[src/sv/dmcq_pkg.sv]
// ----------------------------------------------------------------------------
// dmcq_pkg
// Types, register indexes, reset values and helpers of the contact qualifier.
// ----------------------------------------------------------------------------
`timescale 1ns / 1ps

package dmcq_pkg;

  localparam int CfgIdxW  = 3;
  localparam int CfgDataW = 8;

  typedef enum logic [CfgIdxW-1:0] {
    REG_SLOW_RELEASE = 3'd0,
    REG_WINDOW       = 3'd1,
    REG_THRESHOLD    = 3'd2,
    REG_CAP          = 3'd3,
    REG_SAMPLE       = 3'd4,
    REG_FAST         = 3'd5
  } reg_idx_t;

  typedef enum logic [1:0] {
    ST_UNDET  = 2'd0,
    ST_OPEN   = 2'd1,
    ST_CLOSED = 2'd2
  } status_t;

  typedef struct packed {
    logic [7:0] slow_release_ticks;
    logic [7:0] window_ticks;
    logic [5:0] pulse_threshold;
    logic [5:0] pulse_cap;
    logic [3:0] pulse_sample_ticks;
    logic [7:0] fast_ticks;
  } cfg_t;

  localparam cfg_t CFG_RESET = '{
    slow_release_ticks: 8'd200,
    window_ticks:       8'd200,
    pulse_threshold:    6'd20,
    pulse_cap:          6'd50,
    pulse_sample_ticks: 4'd3,
    fast_ticks:         8'd5
  };

  typedef struct packed {
    logic [7:0] open_run;
    logic [7:0] active_run;
    logic       open_accepted;
    logic       closed_accepted;
    logic       window_open;
    logic [7:0] window_elapsed;
    logic [5:0] pulse_total;
    status_t    status;
  } qual_state_t;

  localparam qual_state_t STATE_RESET = '{
    open_run:        8'd0,
    active_run:      8'd0,
    open_accepted:   1'b0,
    closed_accepted: 1'b0,
    window_open:     1'b0,
    window_elapsed:  8'd0,
    pulse_total:     6'd0,
    status:          ST_UNDET
  };

  // Increment that sticks at all ones.
  function automatic logic [7:0] sat_inc(input logic [7:0] v);
    sat_inc = (v == 8'hFF) ? v : v + 8'd1;
  endfunction

endpackage

[src/sv/dmcq_in_if.sv]
// ----------------------------------------------------------------------------
// dmcq_in_if
// Tick channel: mode pin and sensor pin levels sampled once per tick.
// ----------------------------------------------------------------------------
`timescale 1ns / 1ps

interface dmcq_in_if;
  logic valid;
  logic ready;
  logic slow_mode;
  logic sensor_active;

  modport source (output valid, output slow_mode, output sensor_active, input ready);
  modport sink   (input valid, input slow_mode, input sensor_active, output ready);
endinterface

[src/sv/dmcq_out_if.sv]
// ----------------------------------------------------------------------------
// dmcq_out_if
// Result channel: qualified sensor status and settled flag.
// ----------------------------------------------------------------------------
`timescale 1ns / 1ps

interface dmcq_out_if;
  logic       valid;
  logic       ready;
  logic [1:0] sensor_state;
  logic       sleep_ok;

  modport source (output valid, output sensor_state, output sleep_ok, input ready);
  modport sink   (input valid, input sensor_state, input sleep_ok, output ready);
endinterface

[src/sv/dmcq_cfg_if.sv]
// ----------------------------------------------------------------------------
// dmcq_cfg_if
// Configuration write channel: register index and write data.
// ----------------------------------------------------------------------------
`timescale 1ns / 1ps

interface dmcq_cfg_if;
  import dmcq_pkg::*;
  logic                valid;
  logic                ready;
  logic [CfgIdxW-1:0]  index;
  logic [CfgDataW-1:0] data;

  modport source (output valid, output index, output data, input ready);
  modport sink   (input valid, input index, input data, output ready);
endinterface

[src/sv/dual_mode_contact_qualifier.sv]
// ----------------------------------------------------------------------------
// dual_mode_contact_qualifier
// Contact sensor qualifier: fast debounce or slow windowed pulse counting.
// ----------------------------------------------------------------------------
// Usage:
//   sense  : one beat per 10 ms tick, carrying the mode and sensor pin levels.
//   result : one beat per tick, the qualified status (0 undetermined,
//            1 open, 2 closed) and sleep_ok, set when the pin level matches
//            the state already accepted.
//   cfg    : register writes by index; always ready. Write only while idle.
// Throughput: one tick per cycle while the result channel is not stalled.
//   The qualifier state updates in one pass of the core logic and the
//   result lands in a single output register.
// Stall: while a result waits unaccepted, sense.ready is low; the next tick
//   is taken in the same cycle the waiting result is taken.
// Reset: registers return to their reset values, counters clear, status goes
//   to undetermined and the output register empties.
// ----------------------------------------------------------------------------
`timescale 1ns / 1ps

module dual_mode_contact_qualifier
  import dmcq_pkg::*;
(
  input  logic       clk,
  input  logic       rst,
  dmcq_cfg_if.sink   cfg,
  dmcq_in_if.sink    sense,
  dmcq_out_if.source result
);

  cfg_t        cfg_regs;
  qual_state_t st;
  qual_state_t st_next;
  logic        sleep_next;
  logic        take;

  assign cfg.ready   = 1'b1;
  assign sense.ready = !result.valid || result.ready;
  assign take        = sense.valid && sense.ready;

  always_ff @(posedge clk) begin
    if (rst) begin
      cfg_regs <= CFG_RESET;
    end else if (cfg.valid) begin
      case (reg_idx_t'(cfg.index))
        REG_SLOW_RELEASE: cfg_regs.slow_release_ticks <= cfg.data;
        REG_WINDOW:       cfg_regs.window_ticks       <= cfg.data;
        REG_THRESHOLD:    cfg_regs.pulse_threshold    <= cfg.data[5:0];
        REG_CAP:          cfg_regs.pulse_cap          <= cfg.data[5:0];
        REG_SAMPLE:       cfg_regs.pulse_sample_ticks <= cfg.data[3:0];
        REG_FAST:         cfg_regs.fast_ticks         <= cfg.data;
        default: ;
      endcase
    end
  end

  dmcq_core u_core (
    .cfg           (cfg_regs),
    .st            (st),
    .slow_mode     (sense.slow_mode),
    .sensor_active (sense.sensor_active),
    .st_next       (st_next),
    .sleep_ok      (sleep_next)
  );

  always_ff @(posedge clk) begin
    if (rst) begin
      st <= STATE_RESET;
    end else if (take) begin
      st <= st_next;
    end
  end

  always_ff @(posedge clk) begin
    if (rst) begin
      result.valid <= 1'b0;
    end else if (take) begin
      result.valid <= 1'b1;
    end else if (result.ready) begin
      result.valid <= 1'b0;
    end
  end

  always_ff @(posedge clk) begin
    if (take) begin
      result.sensor_state <= st_next.status;
      result.sleep_ok     <= sleep_next;
    end
  end

endmodule

[src/sv/dmcq_core.sv]
// ----------------------------------------------------------------------------
// dmcq_core
// Per-tick next-state and result logic of the contact qualifier.
// ----------------------------------------------------------------------------
`timescale 1ns / 1ps

module dmcq_core
  import dmcq_pkg::*;
(
  input  cfg_t        cfg,
  input  qual_state_t st,
  input  logic        slow_mode,
  input  logic        sensor_active,
  output qual_state_t st_next,
  output logic        sleep_ok
);

  always_comb begin
    st_next  = st;
    sleep_ok = 1'b0;

    if (!sensor_active) begin
      st_next.active_run = 8'd0;
      if (!st.open_accepted) begin
        st_next.open_run = sat_inc(st.open_run);
        if (st_next.open_run >= (slow_mode ? cfg.slow_release_ticks : cfg.fast_ticks)) begin
          st_next.status          = ST_OPEN;
          st_next.open_accepted   = 1'b1;
          st_next.closed_accepted = 1'b0;
        end
      end else begin
        sleep_ok = 1'b1;
      end
    end else begin
      st_next.open_run = 8'd0;
      if (!st.closed_accepted) begin
        st_next.active_run = sat_inc(st.active_run);
        if (slow_mode) begin
          st_next.window_open = 1'b1;
          if (st_next.active_run >= {4'd0, cfg.pulse_sample_ticks}) begin
            st_next.active_run = 8'd0;
            // below the cap, so the increment cannot wrap
            if (st.pulse_total < cfg.pulse_cap) begin
              st_next.pulse_total = st.pulse_total + 6'd1;
            end
          end
        end else if (st_next.active_run >= cfg.fast_ticks) begin
          st_next.active_run      = 8'd0;
          st_next.status          = ST_CLOSED;
          st_next.closed_accepted = 1'b1;
          st_next.open_accepted   = 1'b0;
        end
      end else begin
        sleep_ok = 1'b1;
      end
    end

    // Window bookkeeping is frozen in fast mode.
    if (slow_mode) begin
      if (st_next.window_open) begin
        st_next.window_elapsed = sat_inc(st.window_elapsed);
        if (st_next.window_elapsed >= cfg.window_ticks) begin
          st_next.window_elapsed = 8'd0;
          st_next.window_open    = 1'b0;
          if (st_next.pulse_total >= cfg.pulse_threshold) begin
            st_next.pulse_total     = 6'd0;
            st_next.status          = ST_CLOSED;
            st_next.closed_accepted = 1'b1;
            st_next.open_accepted   = 1'b0;
          end
        end
      end else begin
        st_next.window_elapsed = 8'd0;
      end
    end
  end

endmodule

[src/flat_wrapper.sv]
// flat-port wrapper written by rule: the top's interface ports become plain ports
module dual_mode_contact_qualifier_flat import dmcq_pkg::*;
  (clk, rst, cfg_valid, cfg_index, cfg_data, cfg_ready, sense_valid, sense_slow_mode, sense_sensor_active, sense_ready, result_valid, result_sensor_state, result_sleep_ok, result_ready);
  dmcq_cfg_if cfg_i ();
  dmcq_in_if sense_i ();
  dmcq_out_if result_i ();
  input  logic clk;
  input  logic rst;
  input wire logic [$bits(cfg_i.valid)-1:0] cfg_valid;
  input wire logic [$bits(cfg_i.index)-1:0] cfg_index;
  input wire logic [$bits(cfg_i.data)-1:0] cfg_data;
  output wire logic [$bits(cfg_i.ready)-1:0] cfg_ready;
  input wire logic [$bits(sense_i.valid)-1:0] sense_valid;
  input wire logic [$bits(sense_i.slow_mode)-1:0] sense_slow_mode;
  input wire logic [$bits(sense_i.sensor_active)-1:0] sense_sensor_active;
  output wire logic [$bits(sense_i.ready)-1:0] sense_ready;
  output wire logic [$bits(result_i.valid)-1:0] result_valid;
  output wire logic [$bits(result_i.sensor_state)-1:0] result_sensor_state;
  output wire logic [$bits(result_i.sleep_ok)-1:0] result_sleep_ok;
  input wire logic [$bits(result_i.ready)-1:0] result_ready;
  assign cfg_i.valid = cfg_valid;
  assign cfg_i.index = cfg_index;
  assign cfg_i.data = cfg_data;
  assign cfg_ready = cfg_i.ready;
  assign sense_i.valid = sense_valid;
  assign sense_i.slow_mode = sense_slow_mode;
  assign sense_i.sensor_active = sense_sensor_active;
  assign sense_ready = sense_i.ready;
  assign result_valid = result_i.valid;
  assign result_sensor_state = result_i.sensor_state;
  assign result_sleep_ok = result_i.sleep_ok;
  assign result_i.ready = result_ready;
  dual_mode_contact_qualifier u_core (.clk(clk), .rst(rst), .cfg(cfg_i), .sense(sense_i), .result(result_i));
endmodule
[config.mk]
export PLATFORM = sky130hd
export DESIGN_NAME = dual_mode_contact_qualifier_flat
export DESIGN_NICKNAME = d
export VERILOG_FILES = /design/src/sv/dmcq_pkg.sv /design/src/sv/dmcq_in_if.sv /design/src/sv/dmcq_out_if.sv /design/src/sv/dmcq_cfg_if.sv /design/src/sv/dual_mode_contact_qualifier.sv /design/src/sv/dmcq_core.sv /design/src/flat_wrapper.sv
export SDC_FILE = /design/constraint.sdc
export NUM_CORES = 1
export LEC_CHECK = 0
export ABC_AREA = 1
export BUFFER_PORTS_ARGS = -buffer_cell sky130_fd_sc_hd__buf_2
export CAP_MARGIN = 10
export CELL_PAD_IN_SITES_DETAIL_PLACEMENT = 0
export CELL_PAD_IN_SITES_GLOBAL_PLACEMENT = 1
export CORE_MARGIN = 2
export CORE_UTILIZATION = 45
export DETAILED_ROUTE_END_ITERATION = 10
export PLACE_DENSITY = 0.87
export SYNTH_ARGS = -nofsm -noshare
export SYNTH_HDL_FRONTEND = slang
export SYNTH_SLANG_ARGS = --single-unit
[constraint.sdc]
create_clock -name clk -period 4 [get_ports clk]
set_input_delay 0.6 -clock clk [delete_from_list [all_inputs] [get_ports clk]]
set_output_delay 0.6 -clock clk [all_outputs]
set_load 0.02 [all_outputs]
==> reports/metrics.cfg <==
[cts]
clkLatencyLatePin_ns=0.35
numCtsBuffers=9
h-tree-depth=3
clockBufferDepth=2
cts_hold_buf=0
clockRootBuffer=clkbuf_8
cts_sinks=79
cts_tree=done
clk_pin_slew_ns=0.09

[global_route]
antenna_found_initial=0
grt.total_usage_pct=19.7
grt_pass1_wl_um=17700
grt_pass1_vias=3854
grt-ovfl-total=0
grt_max_degree=40

[final_layout]
nets=727
n_fill_cell=1049
stdcell_count=807
drive_gt1_share_pct=12.8
n_antenna_cell=0
final_util_pct=50.7
syn2layout_area_growth_pct=10.9

[floorplanning]
die_width_um=105
fp.dieH_um=105
fp-row-count=37
die_area_mm2=0.0111
core_mm2=0.0101
io-pin-count=24
start_util_pct=45.7

[sta]
whs_ns=0.462
drv_slew=0
worst_slew_margin_rel_pct=32.2
worst_slew_pin_slew_ns=1.02
hold_viol_final=0
fin_skew_ns=0.00777
fin_crit_sh_pct=90.9
max_freq_mhz=275
layout_min_cycle_time_ns=3.63
setup_viol_count_final=0

[placed_design]
dp.cells=788
place_congestion=0.841
numPortBuffers=22
dp_hpwl_um=7790

[worst_setup_path]
worst_path_max_delay_cell=dfxtp_4
path_delay_family=simple AND/OR/NAND/NOR gates
cp-start-kind=flop
end_kind=flop
r2r-end=u_core.st[7]
cp_max_fo=7
rrSetupSlack_ns=0.37
cp.depth=25
required_ns=4.29
path_buf_inv=4
arrival_ns=3.92
worstSetupPathType=reg2reg
crit_end=u_core.st[7]
r2r-start=u_core.st[19]
rr_worst_depth=25
cpPeakStageDelay_ns=0.40
crit_start=u_core.st[19]

[yosys]
synthSimpleGateAreaFrac_pct=24.1
synth-edff-count=3
avgSynthCellArea_um2=7.21
ys_ff_latch=79
postSynthCellCount=642
synth-compound-area-share_pct=17.6
ys_seq_area_share_pct=34.8
synth_mux_area_share_pct=0.702
async_reset_ff_share_pct=0
synth_nets=703
synth_top_family_by_area=simple AND/OR/NAND/NOR gates
syn_area_mm2=0.00463
ys.flop_type=dfxtp_1
synth_warnings=0
netlist-cell-type-count=44
synth_xor_area_share_pct=2.46
synthAdderAreaFrac_pct=11.6

[routing]
first_pass_iters=4
vias_per_cell=5.09
dr_wl_met2_um=5030
topRoutingLayerUsed=met4
wl_per_cell_um=13.0
drt_iter0_drc=126
drtAntennaViolNets=0
vias=4109
drc=0
wl_met1_um=4990
routed_wl_um=10500
met3_wirelength_um=260

[power]
p_leak_nw=2.38
ir_drop_uv=175
power-per-cell-area_mw_per_mm2=311

[hold_path]
hp-class=reg2reg
min_from=u_core.cfg_regs[38]

[run_status]
status=finished clean

[job]
max-cap-violations=0

==> worst min-delay path by stage <==
stage                                      to  slack [ns]  cells past startpoint
after floorplan           u_core.cfg_regs[35]        0.42                      2
after global placement    u_core.cfg_regs[35]        0.44                      2
after detailed placement  u_core.cfg_regs[35]        0.44                      2
after CTS                 u_core.cfg_regs[35]        0.46                      2
after global routing      u_core.cfg_regs[25]        0.48                      2
final                     u_core.cfg_regs[38]        0.46                      2
==> cells by family (layout without fill, tap and decap cells) <==
group / Yosys count / in the layout
simple gates: 257 / 257
compound gates: 142 / 142
buf+inv: 104 / 133
flops: 79 / 79
fa+ha+maj: 43 / 43
xor+xnor: 13 / 13
mux: 3 / 3
other cells: 1 / 1
==> area by class of cell <==
cell class / instances / area (um2) / share of cell area [%]
clock inverter: 4 / 26.3 / 0.511
inverter: 91 / 342 / 6.65
clock buffer: 12 / 166 / 3.24
timing repair buffer: 26 / 140 / 2.73
tap: 136 / 170 / 3.31
sequential: 79 / 1620 / 31.5
multi-input combinational: 459 / 2680 / 52.1
==> timing repair <==
action                                  in CTS  in global routing
buffers inserted                             0                  3
gates resized for setup                      0                 18
endpoints found under the setup margin       0                 12
==> stage by stage <==
step | setup slack (ns) | area [um2] | TNS, ns | power (W)
after global placement | 0.275 | 4860 | 0 | 0.00101
after floorplan | 0.574 | 4630 | 0 | 0.000966
final | 0.365 | 5140 | 0 | 0.00160
after CTS | 0.0444 | 5050 | 0 | 0.00161
after global routing | -0.0320 | 5140 | -0.0762 | 0.00167
after detailed placement | 0.0894 | 4860 | 0 | 0.00102
==> metal layers <==
layer  global-route usage (%)  vias up
met2                     33.9       58
met5                        0        -
met1                     24.9     1873
met4                     7.43        0
met3                     2.72       15
li1                         -     2163
==> cells in the mapped netlist (all sizes together), types with 3 or more instances <==
cell,number,share of area [%]
o211ai,8,1.3
nor3,6,0.76
xor2,8,1.5
nand2,141,12
xnor2,5,0.95
o21a,3,0.49
a22oi,10,1.6
nand4,7,0.95
nor2,69,5.8
ha,43,12
a21oi,63,7.3
dfxtp,76,33
nand3,28,3.6
o2111ai,3,0.57
edfxtp,3,1.9
inv,91,7.4
clkbuf,11,0.89
o21ai,48,5.2
==> worst reg2reg max path: stages, from the launching register on <==
cell       delay [ns]
dfxtp_4          0.40
ha_4             0.16
nand3_1          0.12
inv_2            0.10
nand2_4          0.07
mux2i_1          0.16
inv_1            0.09
ha_1             0.30
inv_1            0.04
o21bai_1         0.15
a31oi_2          0.13
nand3_4          0.13
nand2_4          0.08
nor2_1           0.09
nand2_1          0.08
and2_1           0.18
ha_1             0.29
nand2_1          0.07
inv_1            0.05
o211ai_1         0.10
o2111ai_2        0.15
nand2_1          0.14
nor2_4           0.06
nor2_4           0.20
nand3_1          0.10
a21oi_1          0.14
==> placed cells by master (no fill, tap or decap), types with 3 or more instances in the layout <==
cell type / synthesis / routed
nand4_1: 7 / 7
ha_1: 43 / 42
inv_2: 7 / 8
xor2_1: 8 / 8
inv_1: 84 / 83
clkbuf_8: 0 / 10
buf_4: 1 / 4
nor2_1: 67 / 64
nor2_4: 1 / 3
a21oi_2: 6 / 7
o21ai_1: 3 / 3
nand2_2: 8 / 7
a21oi_1: 57 / 56
nand3_1: 24 / 23
nand3_2: 3 / 4
xnor2_1: 5 / 5
o21a_1: 3 / 3
nor3_1: 5 / 5
o211ai_1: 8 / 8
nand2_1: 132 / 132
edfxtp_1: 3 / 3
o21ai_0: 45 / 45
dfxtp_2: 0 / 3
a22oi_1: 10 / 10
dfxtp_1: 76 / 72
buf_2: 0 / 22
==> state kept, by name (all words and copies together) (netlist names) <==
name / cells
u_core.cfg_regs: 40
u_core.result.sensor_state: 2
u_core.result.sleep_ok: 1
u_core.result.valid: 1
u_core.st: 35
==> power breakdown <==
part           internal, W  switching [W]
registers         0.000814      0.0000111
clock network     0.000281       0.000315
logic            0.0000589       0.000120
total              0.00115       0.000446
No activity file was read; power rests on OpenSTA's default activity.
